## src/rtl/three_term_recurrence_checksum_macros.svh

```systemverilog
// Assertion macros for the three-term recurrence checksum block.
// Included by the RTL top level (concurrent assertions); no other dependencies.
`ifndef THREE_TERM_RECURRENCE_CHECKSUM_MACROS_SVH
`define THREE_TERM_RECURRENCE_CHECKSUM_MACROS_SVH
`ifndef NO_ASSERTIONS
// Same-cycle implication, disabled during reset.
`define TTRC_ASSERT_IMPL(lbl, clk, rst_n, ante, cons, msg) \
    lbl: assert property (@(posedge clk) disable iff (!rst_n) (ante) |-> (cons)) \
        else $error(msg);
// Next-cycle implication, disabled during reset.
`define TTRC_ASSERT_NEXT(lbl, clk, rst_n, ante, cons, msg) \
    lbl: assert property (@(posedge clk) disable iff (!rst_n) (ante) |=> (cons)) \
        else $error(msg);
`else
`define TTRC_ASSERT_IMPL(lbl, clk, rst_n, ante, cons, msg)
`define TTRC_ASSERT_NEXT(lbl, clk, rst_n, ante, cons, msg)
`endif
`endif

```

## src/rtl/ttrc_pkg.sv

```systemverilog
// Shared types and constants for the three-term recurrence checksum.
// Used by ttrc_step, ttrc_out_reg and the top level; no dependencies.
package ttrc_pkg;

    localparam int unsigned BYTE_W  = 8;
    localparam int unsigned TERM_W  = 16;

    localparam logic [BYTE_W-1:0] FIRST_OFFSET = 8'd7;
    localparam logic [BYTE_W-1:0] ALPHA_STEP   = 8'd17;
    localparam logic [BYTE_W-1:0] BETA_STEP    = 8'd31;
    localparam logic [TERM_W-1:0] TERM_MOD     = 16'hFFFF;
    localparam logic [TERM_W-1:0] TERM_RESET   = 16'd1;
    localparam logic [BYTE_W-1:0] INDEX_RESET  = 8'd0;
    localparam logic [BYTE_W-1:0] INDEX_FIRST  = 8'd1;

    // 256 * 65535: added with the wrap offset of one to bring a negative
    // difference back into range without changing its residue.
    localparam logic [25:0] NEG_BIAS = 26'd16776961;

    typedef struct packed {
        logic              in_msg;
        logic [BYTE_W-1:0] index;
        logic [TERM_W-1:0] prev;
        logic [TERM_W-1:0] last;
    } t_term_state;

    localparam t_term_state STATE_RESET = '{
        in_msg: 1'b0,
        index:  INDEX_RESET,
        prev:   TERM_RESET,
        last:   TERM_RESET
    };

endpackage

```

## src/rtl/ttrc_step.sv

```systemverilog
// One recurrence update: next term from the byte and the two stored terms.
// Depends on ttrc_pkg (state struct and constants).
module ttrc_step (
    input  logic [ttrc_pkg::BYTE_W-1:0] i_data,
    input  ttrc_pkg::t_term_state       i_state,
    output ttrc_pkg::t_term_state       o_state
);

    logic [7:0]  alpha;
    logic [7:0]  beta;
    logic [8:0]  coef;
    logic [24:0] pos;
    logic [23:0] neg;
    logic        is_neg;
    logic [25:0] diff;
    logic [16:0] fold;
    logic [15:0] next_term;

    assign alpha  = i_state.index * ttrc_pkg::ALPHA_STEP;
    assign beta   = i_state.index * ttrc_pkg::BETA_STEP;
    assign coef   = {1'b0, i_data} + {1'b0, alpha};
    assign pos    = 25'(coef) * 25'(i_state.last);
    assign neg    = 24'(beta) * 24'(i_state.prev);
    assign is_neg = {1'b0, neg} > pos;

    // NEG_BIAS stands in for a wrap through 2^64, which is one mod 65535.
    assign diff = {1'b0, pos} - {2'b0, neg} + (is_neg ? ttrc_pkg::NEG_BIAS : 26'd0);

    // 2^16 is one modulo 65535: fold the high bits onto the low half.
    assign fold = {1'b0, diff[15:0]} + {7'b0, diff[25:16]};
    assign next_term = (fold >= {1'b0, ttrc_pkg::TERM_MOD})
                     ? 16'(fold - {1'b0, ttrc_pkg::TERM_MOD})
                     : fold[15:0];

    always_comb begin
        if (!i_state.in_msg) begin
            o_state.in_msg = 1'b1;
            o_state.index  = ttrc_pkg::INDEX_FIRST;
            o_state.prev   = ttrc_pkg::TERM_RESET;
            o_state.last   = {8'b0, i_data} + {8'b0, ttrc_pkg::FIRST_OFFSET};
        end else begin
            o_state.in_msg = 1'b1;
            o_state.index  = i_state.index + 8'd1;
            o_state.prev   = i_state.last;
            o_state.last   = next_term;
        end
    end

endmodule

```

## src/rtl/ttrc_out_reg.sv

```systemverilog
// Result register holding one checksum until the downstream side takes it.
// Depends on ttrc_pkg (term width).
module ttrc_out_reg (
    input  logic                        i_clk,
    input  logic                        i_rst_n,
    input  logic                        i_load,
    input  logic [ttrc_pkg::TERM_W-1:0] i_checksum,
    input  logic                        i_ready,
    output logic                        o_valid,
    output logic [ttrc_pkg::TERM_W-1:0] o_checksum,
    output logic                        o_free
);

    logic                        r_valid;
    logic [ttrc_pkg::TERM_W-1:0] r_checksum;

    assign o_free     = !r_valid || i_ready;
    assign o_valid    = r_valid;
    assign o_checksum = r_checksum;

    always_ff @(posedge i_clk) begin
        if (!i_rst_n) begin
            r_valid <= 1'b0;
        end else if (i_load) begin
            r_valid <= 1'b1;
        end else if (i_ready) begin
            r_valid <= 1'b0;
        end
    end

    always_ff @(posedge i_clk) begin
        if (i_load) begin
            r_checksum <= i_checksum;
        end
    end

endmodule

```

## src/rtl/three_term_recurrence_checksum.sv

```systemverilog
// Three-term recurrence checksum over a byte stream, one byte per transfer.
// The checksum passes through the input register and the result register before it shows on m_axis.
// Throughput: 1 byte per cycle while no last byte waits on a full result register, set by the combinational
// term update (two multipliers, two constant multiplies and a fold modulo 65535) feeding the term registers.
// A last byte waits in the input register while the result register is full.
// Reset (i_rst_n low, synchronous) empties both registers and restarts the message.
`include "three_term_recurrence_checksum_macros.svh"
module three_term_recurrence_checksum (
    input  logic        i_clk,
    input  logic        i_rst_n,
    input  logic        s_axis_tvalid,
    output logic        s_axis_tready,
    input  logic [7:0]  s_axis_tdata,   // [7:0] data_byte
    input  logic        s_axis_tlast,   // last_byte
    output logic        m_axis_tvalid,
    input  logic        m_axis_tready,
    output logic [15:0] m_axis_tdata    // [15:0] checksum
);

    logic                        r_in_valid;
    logic [ttrc_pkg::BYTE_W-1:0] r_in_data;
    logic                        r_in_last;
    ttrc_pkg::t_term_state       r_state;
    ttrc_pkg::t_term_state       n_state;
    ttrc_pkg::t_term_state       step_state;
    logic                        out_free;
    logic                        advance;
    logic                        load_out;

    // A byte not marked last never waits on the result register.
    assign advance       = r_in_valid && (!r_in_last || out_free);
    assign load_out      = advance && r_in_last;
    assign s_axis_tready = !r_in_valid || advance;

    ttrc_step u_step (
        .i_data  (r_in_data),
        .i_state (r_state),
        .o_state (step_state)
    );

    ttrc_out_reg u_out_reg (
        .i_clk      (i_clk),
        .i_rst_n    (i_rst_n),
        .i_load     (load_out),
        .i_checksum (step_state.last),
        .i_ready    (m_axis_tready),
        .o_valid    (m_axis_tvalid),
        .o_checksum (m_axis_tdata),
        .o_free     (out_free)
    );

    always_comb begin
        n_state = r_state;
        if (advance) begin
            // restart after the last byte of a message
            n_state = r_in_last ? ttrc_pkg::STATE_RESET : step_state;
        end
    end

    always_ff @(posedge i_clk) begin
        if (!i_rst_n) begin
            r_in_valid <= 1'b0;
            r_state    <= ttrc_pkg::STATE_RESET;
        end else begin
            r_state <= n_state;
            if (s_axis_tready) begin
                r_in_valid <= s_axis_tvalid;
            end
        end
    end

    always_ff @(posedge i_clk) begin
        if (s_axis_tready && s_axis_tvalid) begin
            r_in_data <= s_axis_tdata;
            r_in_last <= s_axis_tlast;
        end
    end

    `TTRC_ASSERT_IMPL(a_sum_range, i_clk, i_rst_n, m_axis_tvalid,
        m_axis_tdata != 16'hFFFF, "checksum out of range")
    `TTRC_ASSERT_NEXT(a_restart, i_clk, i_rst_n, load_out,
        !r_state.in_msg && r_state.index == ttrc_pkg::INDEX_RESET,
        "state not restarted after last byte")
    `TTRC_ASSERT_NEXT(a_emit, i_clk, i_rst_n, load_out, m_axis_tvalid,
        "checksum not presented after last byte")
    `TTRC_ASSERT_NEXT(a_in_hold, i_clk, i_rst_n, r_in_valid && !advance,
        r_in_valid && $stable(r_in_data) && $stable(r_in_last),
        "stalled input register changed")
    `TTRC_ASSERT_IMPL(a_idle_state, i_clk, i_rst_n, !r_state.in_msg,
        r_state.prev == ttrc_pkg::TERM_RESET && r_state.last == ttrc_pkg::TERM_RESET,
        "idle state not at reset values")

endmodule

```

## config.mk

```make
export PLATFORM = sky130hd
export DESIGN_NAME = three_term_recurrence_checksum
export DESIGN_NICKNAME = d
export VERILOG_FILES = /design/src/rtl/ttrc_pkg.sv /design/src/rtl/ttrc_step.sv /design/src/rtl/ttrc_out_reg.sv /design/src/rtl/three_term_recurrence_checksum.sv
export VERILOG_INCLUDE_DIRS = /design/src /design/src/rtl
export SDC_FILE = /design/constraint.sdc
export NUM_CORES = 1
export LEC_CHECK = 0
export ABC_AREA = 1
export BUFFER_PORTS_ARGS = -buffer_cell sky130_fd_sc_hd__buf_2
export CAP_MARGIN = 25
export CORE_ASPECT_RATIO = 0.6
export CORE_MARGIN = 4
export CORE_UTILIZATION = 34
export DETAILED_ROUTE_END_ITERATION = 7
export REMOVE_ABC_BUFFERS = 1
export SETUP_SLACK_MARGIN = 0.15
export SLEW_MARGIN = 20
export SYNTH_ARGS = -nofsm -noshare
export SYNTH_HDL_FRONTEND = slang
export SYNTH_SLANG_ARGS = --single-unit
```

## constraint.sdc

```tcl
create_clock -name i_clk -period 29.5 [get_ports i_clk]
set_input_delay 2.95 -clock i_clk [delete_from_list [all_inputs] [get_ports i_clk]]
set_output_delay 2.95 -clock i_clk [all_outputs]
set_load 0.05 [all_outputs]
```

==> summary.txt, run 1 <==
Clocking
  – CTS tree: built
  – Skew-Pair Late Insertion Delay: roughly 0.35 ns
  – # H-tree levels: 3
  – Total CTS buffers: 9
  – Root Buffer: clkbuf_16
  – Post-CTS Repair Setup Buffers: 0
  – Cts hold-fix bufs: 0
  – Post-cts resize count: 0
  – # clock sinks: slightly below 70
  – Clock buffer depth: 2
  – Register clock-pin slew on the reported worst setup and hold paths: approximately 0.07 ns

Floorplanning
  – Initial Util: roughly a third
  – I/O pins: 31
  – Core Rows: 59
  – Core ar.: 43900 sq um
  – Die width: approximately 280 microns
  – Die height: 172 microns
  – Die Area: roughly 49000 sq um

Layout
  – Fillers: 4545
  – Final Non-Filler Cells: 2647
  – Antenna Cells: 0
  – Area grow syn2layout: 6.52%
  – Core Util, Final: a little under two fifths
  – Final net count: 2470
  – Share of layout cells above drive strength 1: 4.88%

Routing
  – Residual DRC: 0
  – Routed vias: approximately 13000
  – DR WL/cell: 17.0 microns
  – DRT iter0 DRCs: around 1400
  – Vias per cell: 5.02
  – Final ANT Viol Nets: 0
  – DRT Pass-1 Iters: 5
  – Total wire length: around 45 mm

Hold path
  – Worst Hold Class: flip-flop to flip-flop

Yosys
  – Synth warnings: 0
  – XOR/XNOR share of the synthesized area: 5.48%
  – Area leader, netlist: fa_1
  – Combinational family with the most area after synthesis: adder cells
  – Netlist cell types: 53
  – Seq/Total Area, Yosys: 10.5%
  – EDFF count, synth: 25
  – Adder-Cell Fraction of Synth Area: 42.0%
  – Mux share of post-synthesis cell area: 0%
  – Async S/R FF share, synth: 0%
  – Synth Area in Compound Gates: 7.77%
  – Syn Inst Count: around 2100
  – Synth Register Bits: 68
  – Count leader, synth: nand2_1
  – Synthesized area: 15300 sq um
  – Synth top area share: 26.3%
  – Main synth FF type: dfxtp_1
  – Ranking of synthesized cells by area: fa_1, ha_1, nand2_1, inv_1, dfxtp_1
  – Simple-Gate Fraction of Synth Area: 21.5%
  – Syn avg cell area: 7.38 sq um
  – Most instantiated cells after synthesis: nand2_1, inv_1, fa_1

Setup path
  – Critical path type: flip-flop to flip-flop
  – Required @ worst endpoint: 29.62 ns
  – CP endpoint kind: flip-flop
  – Most frequent CP cell: nand2_1
  – Slowest cell on crit path: dfxtp_2
  – Worst Path Arrival: 15.67 ns
  – Reg2reg setup slack: 13.95 ns
  – CP max FO: 27
  – Worst setup SP type: flip-flop
  – CP peak stage delay: 0.72 ns

STA
  – Measured slew at the worst slew-check pin: 0.913 ns
  – Fin crit period: 15.55 ns
  – Relative slew slack: 39.1%
  – Final period util: 52.7%
  – Final Hold Viols: 0
  – Setup TNS: 0 ns
  – Clk_skew: 0.0120 ns
  – Final setup fails: 0
  – Final Max Tran Viols: 0
  – Fmax: 64.3 MHz
  – RSZ-0062 raised after global routing: false

Global routing
  – GR Overflow Total: 0
  – First-pass GRT wire length: just over 70 mm
  – Via count of the first global-routing pass: 12800
  – Initial antenna violation count: 0
  – Largest net degree at the start of global routing: 42
  – Total track usage: between 10% and 20%

Status
  – Outcome: complete, no violations

Place
  – Port Buffers: 30
  – Placed cells: 2630
  – DP Wirelength: 38.0 mm
  – Placer Congestion: 1.05

Job
  – Max cap viols: 0
==> flip-flops by register name (all words and copies together), names as in the netlist <==
name / flops
u_out_reg.o_valid: 1
r_state: 41
u_out_reg.o_checksum: 16
r_in_data: 8
r_in_valid: 1
r_in_last: 1
==> area by class of cell <==
type	count	area (sq um)	area share, %
clock inverters	7	82.6	0.506
flip-flops and latches	68	1610	9.89
repair buffers	36	195	1.20
well taps	579	724	4.44
multi-input cells	1495	11800	72.2
clock buffers	9	225	1.38
inverters	453	1700	10.4
==> cells by family (layout without fill, tap and decap cells) <==
logic type	count (synthesis)	after routing
flops	68	68
xor+xnor	95	95
compound gates	210	210
fa+ha+maj	394	394
buf+inv	512	505
simple gates	796	796
==> routing by layer <==
layer  part of all wire [%]  vias up  global-route usage [%]
met3                     11       25                    6.18
met4                   0.63        0                    1.77
li1                       -     6307                       -
met5                      0        -                       0
met1                     51     6458                    29.7
met2                     37      490                    25.2
==> critical path: cells and delay by family (launching register included) <==
kind                       cells  cell delay (ns)
buffers and inverters         11             1.21
xor gates and xnor gates       4             0.96
and+or+nand+nor               29             4.05
DFF                            1             0.72
AOI/OAI and AO/OA             16             2.81
adders and majority gates     13             5.52
==> placed cells by master (no fill, tap or decap), drive strengths merged, types with 4 or more instances in the layout <==
cell type  synthesis  routed
nand2            497     497
inv              453     457
fa               201     201
ha               193     193
nor2             169     169
a21oi            130     130
nand3             70      70
xor2              52      52
xnor2             43      43
dfxtp             43      43
buf               11      36
o21ai             34      34
edfxtp            25      25
nand4             21      21
o21bai            17      17
or2               16      16
nor3              12      12
clkbuf            48       9
a31oi              5       5
a21boi             5       5
and2               4       4
a211oi             4       4
==> final timing paths <==
kind	startpoint	to	depth (start not counted)
worst max-delay path	r_state[32]	u_out_reg.o_checksum[13]	73
worst min register to register	r_state[38]	r_state[38]	2
worst max register to register	r_state[32]	u_out_reg.o_checksum[13]	73
worst min-delay path	r_state[38]	r_state[38]	2
==> through the flow <==
| step | area, sq um | hold WS [ns] | setup slack, ns |
|---|---|---|---|
| floorplan | 15100 | 0.484 | 15.43 |
| global placement | 16000 | 0.521 | 13.94 |
| detailed placement | 16000 | 0.530 | 13.74 |
| CTS | 16300 | 0.539 | 13.68 |
| global route | 16300 | 0.561 | 12.48 |
| finish | 16300 | 0.530 | 13.95 |
Power of run 1 is left out: the tool's default activity adds up to more than one toggle a clock period on the data nets, which glitch-free logic cannot reach.
==> inputs of run 2 (changes only) <==
==> constraint.sdc (replaced) <==
create_clock -name i_clk -period 15.42 [get_ports i_clk]
set_input_delay 1.542 -clock i_clk [delete_from_list [all_inputs] [get_ports i_clk]]
set_output_delay 1.542 -clock i_clk [all_outputs]
set_load 0.05 [all_outputs]
==> run 2 against run 1 <==
Worst setup slack lost 13 ns. Critical path depth grew 4. Fmax grew 8.1%. Core utilization grew 0.82 points. Cell area grew 2.2%. Critical path type unchanged. Worst hold slack gained 0.0043 ns. Cell count grew 0.87%. Critical endpoint is now r_state[2]. Flip-flop and latch count is the same. Via count grew 0.99%.
==> summary.txt, run 2 (synthesis gave the netlist of run 1 again) <==
Setup path
  – Slowest cell on crit path: xor2_1
  – Worst setup SP type: flip-flop
  – WP buf/inv: 14 (+3)
  – CP max FO: 14 (-48%)
  – Required @ worst endpoint: 15.68 ns (-13.94 ns)
  – CP endpoint kind: flip-flop
  – R2R Path End: r_state[2]
  – R2R depth: 77 (+5.5%)
  – Worst Path Arrival: 14.65 ns (-1.02 ns)
  – Most frequent CP cell: nand2_1
  – Reg2reg setup slack: 1.04 ns (-12.91 ns)
  – CP peak stage delay: 0.63 ns (-0.09 ns)
  – CP delay by family, top: adder cells
  – R2R Path Start: r_state[32]
  – Critical path depth in cells: 77 (+5.5%)
  – Critical path type: flip-flop to flip-flop

Routing
  – Residual DRC: 0 (unchanged)
  – DRT iter0 DRCs: 1072 (-23%)
  – Total wire length: 46.2 mm (+2.6%)
  – Routed vias: 13400 (+0.99%)
  – Vias per cell: 5.02 (+0.12%)
  – DRT Pass-1 Iters: 5 (unchanged)
  – DR WL/cell: 17.3 microns (+1.7%)
  – Final ANT Viol Nets: 0 (unchanged)

Floorplanning
  – Die Area: 48600 sq um (unchanged)
  – Initial Util: 34.9% (unchanged)
  – Die width: 282 microns (unchanged)
  – Core ar.: 43900 sq um (unchanged)
  – Die height: 172 microns (unchanged)
  – Core Rows: 59 (unchanged)
  – I/O pins: 31 (unchanged)

STA
  – Fin crit period: 14.38 ns (-1.17 ns)
  – Setup TNS: 0 ns (unchanged)
  – RSZ-0062 raised after global routing: false
  – Final period util: 93.3% (+41 points)
  – Measured slew at the worst slew-check pin: 0.835 ns (-0.0785 ns)
  – Fmax: 69.5 MHz (+8.1%)
  – Final setup fails: 0 (unchanged)
  – Clk_skew: 0.00997 ns (-0.00200 ns)
  – Relative slew slack: 44.3% (+5.2 points)
  – Final Max Tran Viols: 0 (unchanged)
  – Final Hold Viols: 0 (unchanged)

Place
  – Placer Congestion: 0.988 (-5.5%)
  – Port Buffers: 30 (unchanged)
  – DP Wirelength: 39.1 mm (+2.8%)

Layout
  – Most flops, register: r_state
  – Antenna Cells: 0 (unchanged)
  – Fillers: 4609 (+1.4%)
  – Most frequent cells in the layout: nand2_1, inv_1, fa_1
  – Final net count: 2493 (+0.93%)
  – Share of layout cells above drive strength 1: 7.03% (+2.1 points)
  – Max reg flops: 41 (unchanged)
  – Commonest non-fill, non-tap cell in the layout: nand2_1
  – Area grow syn2layout: 8.88%

Global routing
  – GR Util met3: 6.50% (+0.32 points)
  – First-pass GRT wire length: 72.5 mm (+1.8%)
  – GR Overflow Total: 0 (unchanged)
  – Met2 usage: 25.6% (+0.44 points)
  – Global Route met1 Usage: 30.2% (+0.51 points)
  – Total track usage: 19.1% (+0.33 points)
  – Most Crowded Layer GR: met1
  – Via count of the first global-routing pass: 13000 (+1.6%)
  – Largest net degree at the start of global routing: 42 (unchanged)
  – Initial antenna violation count: 1 (+1)

Clocking
  – Root Buffer: clkbuf_16
  – Skew-Pair Late Insertion Delay: 0.34 ns (about the same)
  – # H-tree levels: 3 (unchanged)
  – Cts hold-fix bufs: 0 (unchanged)
  – Register clock-pin slew on the reported worst setup and hold paths: 0.06 ns (about the same)
  – Total CTS buffers: 9 (unchanged)
  – # clock sinks: 68 (unchanged)
  – CTS tree: built
  – Clock buffer depth: 2 (unchanged)

Job
  – Max cap viols: 0 (unchanged)

Hold path
  – Hold Path Origin: r_state[38]
  – Hold Crit Endpoint: r_state[38]
  – Hold-critical path depth: 2 (unchanged)
  – Worst Hold Class: flip-flop to flip-flop

Status
  – Outcome: complete, no violations
==> run 2: changes by cell type in the layout (fill, tap and decap cells not counted), sizes merged <==
cell | before | now
clkinvlp | 2 | 0
inv | 457 | 455
buf | 36 | 59
clkinv | 0 | 4
==> run 2: tightest hold or removal path, delay by kind of cell (launching register included) <==
family | cells | cell delay, ns
AO/OA/AOI/OAI | 1 | 0.06
flip-flops | 1 | 0.35
AND/OR/NAND/NOR | 1 | 0.08
==> run 2: layout make-up <==
type                       instances  area, sq um  area share, %
clock buffer                       9          225           1.35
inverter                         453         1700           10.2
sequential                        68         1620           9.69
tap                              579          724           4.34
timing repair buffer              59          388           2.33
clock inverter                     7         85.1          0.510
multi-input combinational       1495        11900           71.6
==> run 2: metrics by stage <==
stage | instance area (sq um) | std cells | hold WS (ns) | setup slack [ns] | utilization, %
after floorplan | 15100 | 2016 | 0.484 | 1.35 | -
after global placement | 16100 | 2650 | 0.509 | 0.136 | 36.7
after detailed placement | 16100 | 2650 | 0.523 | 0.0388 | 36.7
after CTS | 16500 | 2666 | 0.529 | 0.256 | 37.5
after global routing | 16700 | 2670 | 0.559 | 0.0809 | 38.0
final | 16700 | 2670 | 0.535 | 1.04 | 38.0
==> run 2: worst max-delay path by stage <==
stage,start,endpoint,slack [ns]
finish,r_state[32],r_state[2],1.04
global route,r_state[34],r_state[2],0.08
CTS,r_state[34],r_state[2],0.26
detailed placement,r_state[34],r_state[2],0.04
global placement,r_state[34],r_state[7],0.14
floorplan,r_state[32],u_out_reg.o_checksum[9],1.35
==> run 2: what timing repair did <==
action | 4_1_cts | 5_1_grt
setup endpoints to repair | 32 | 32
buffers inserted | 0 | 3
pin swaps | 0 | 5
gates resized for setup | 2 | 38
==> run 2: metal layers <==
metal  share of wire [%]  up-vias
met1                  50     6500
met5               0.028        -
met3                  12       30
li1                    -     6342
met4                0.54        2
met2                  37      537
Power of run 2 is left out for the same reason.
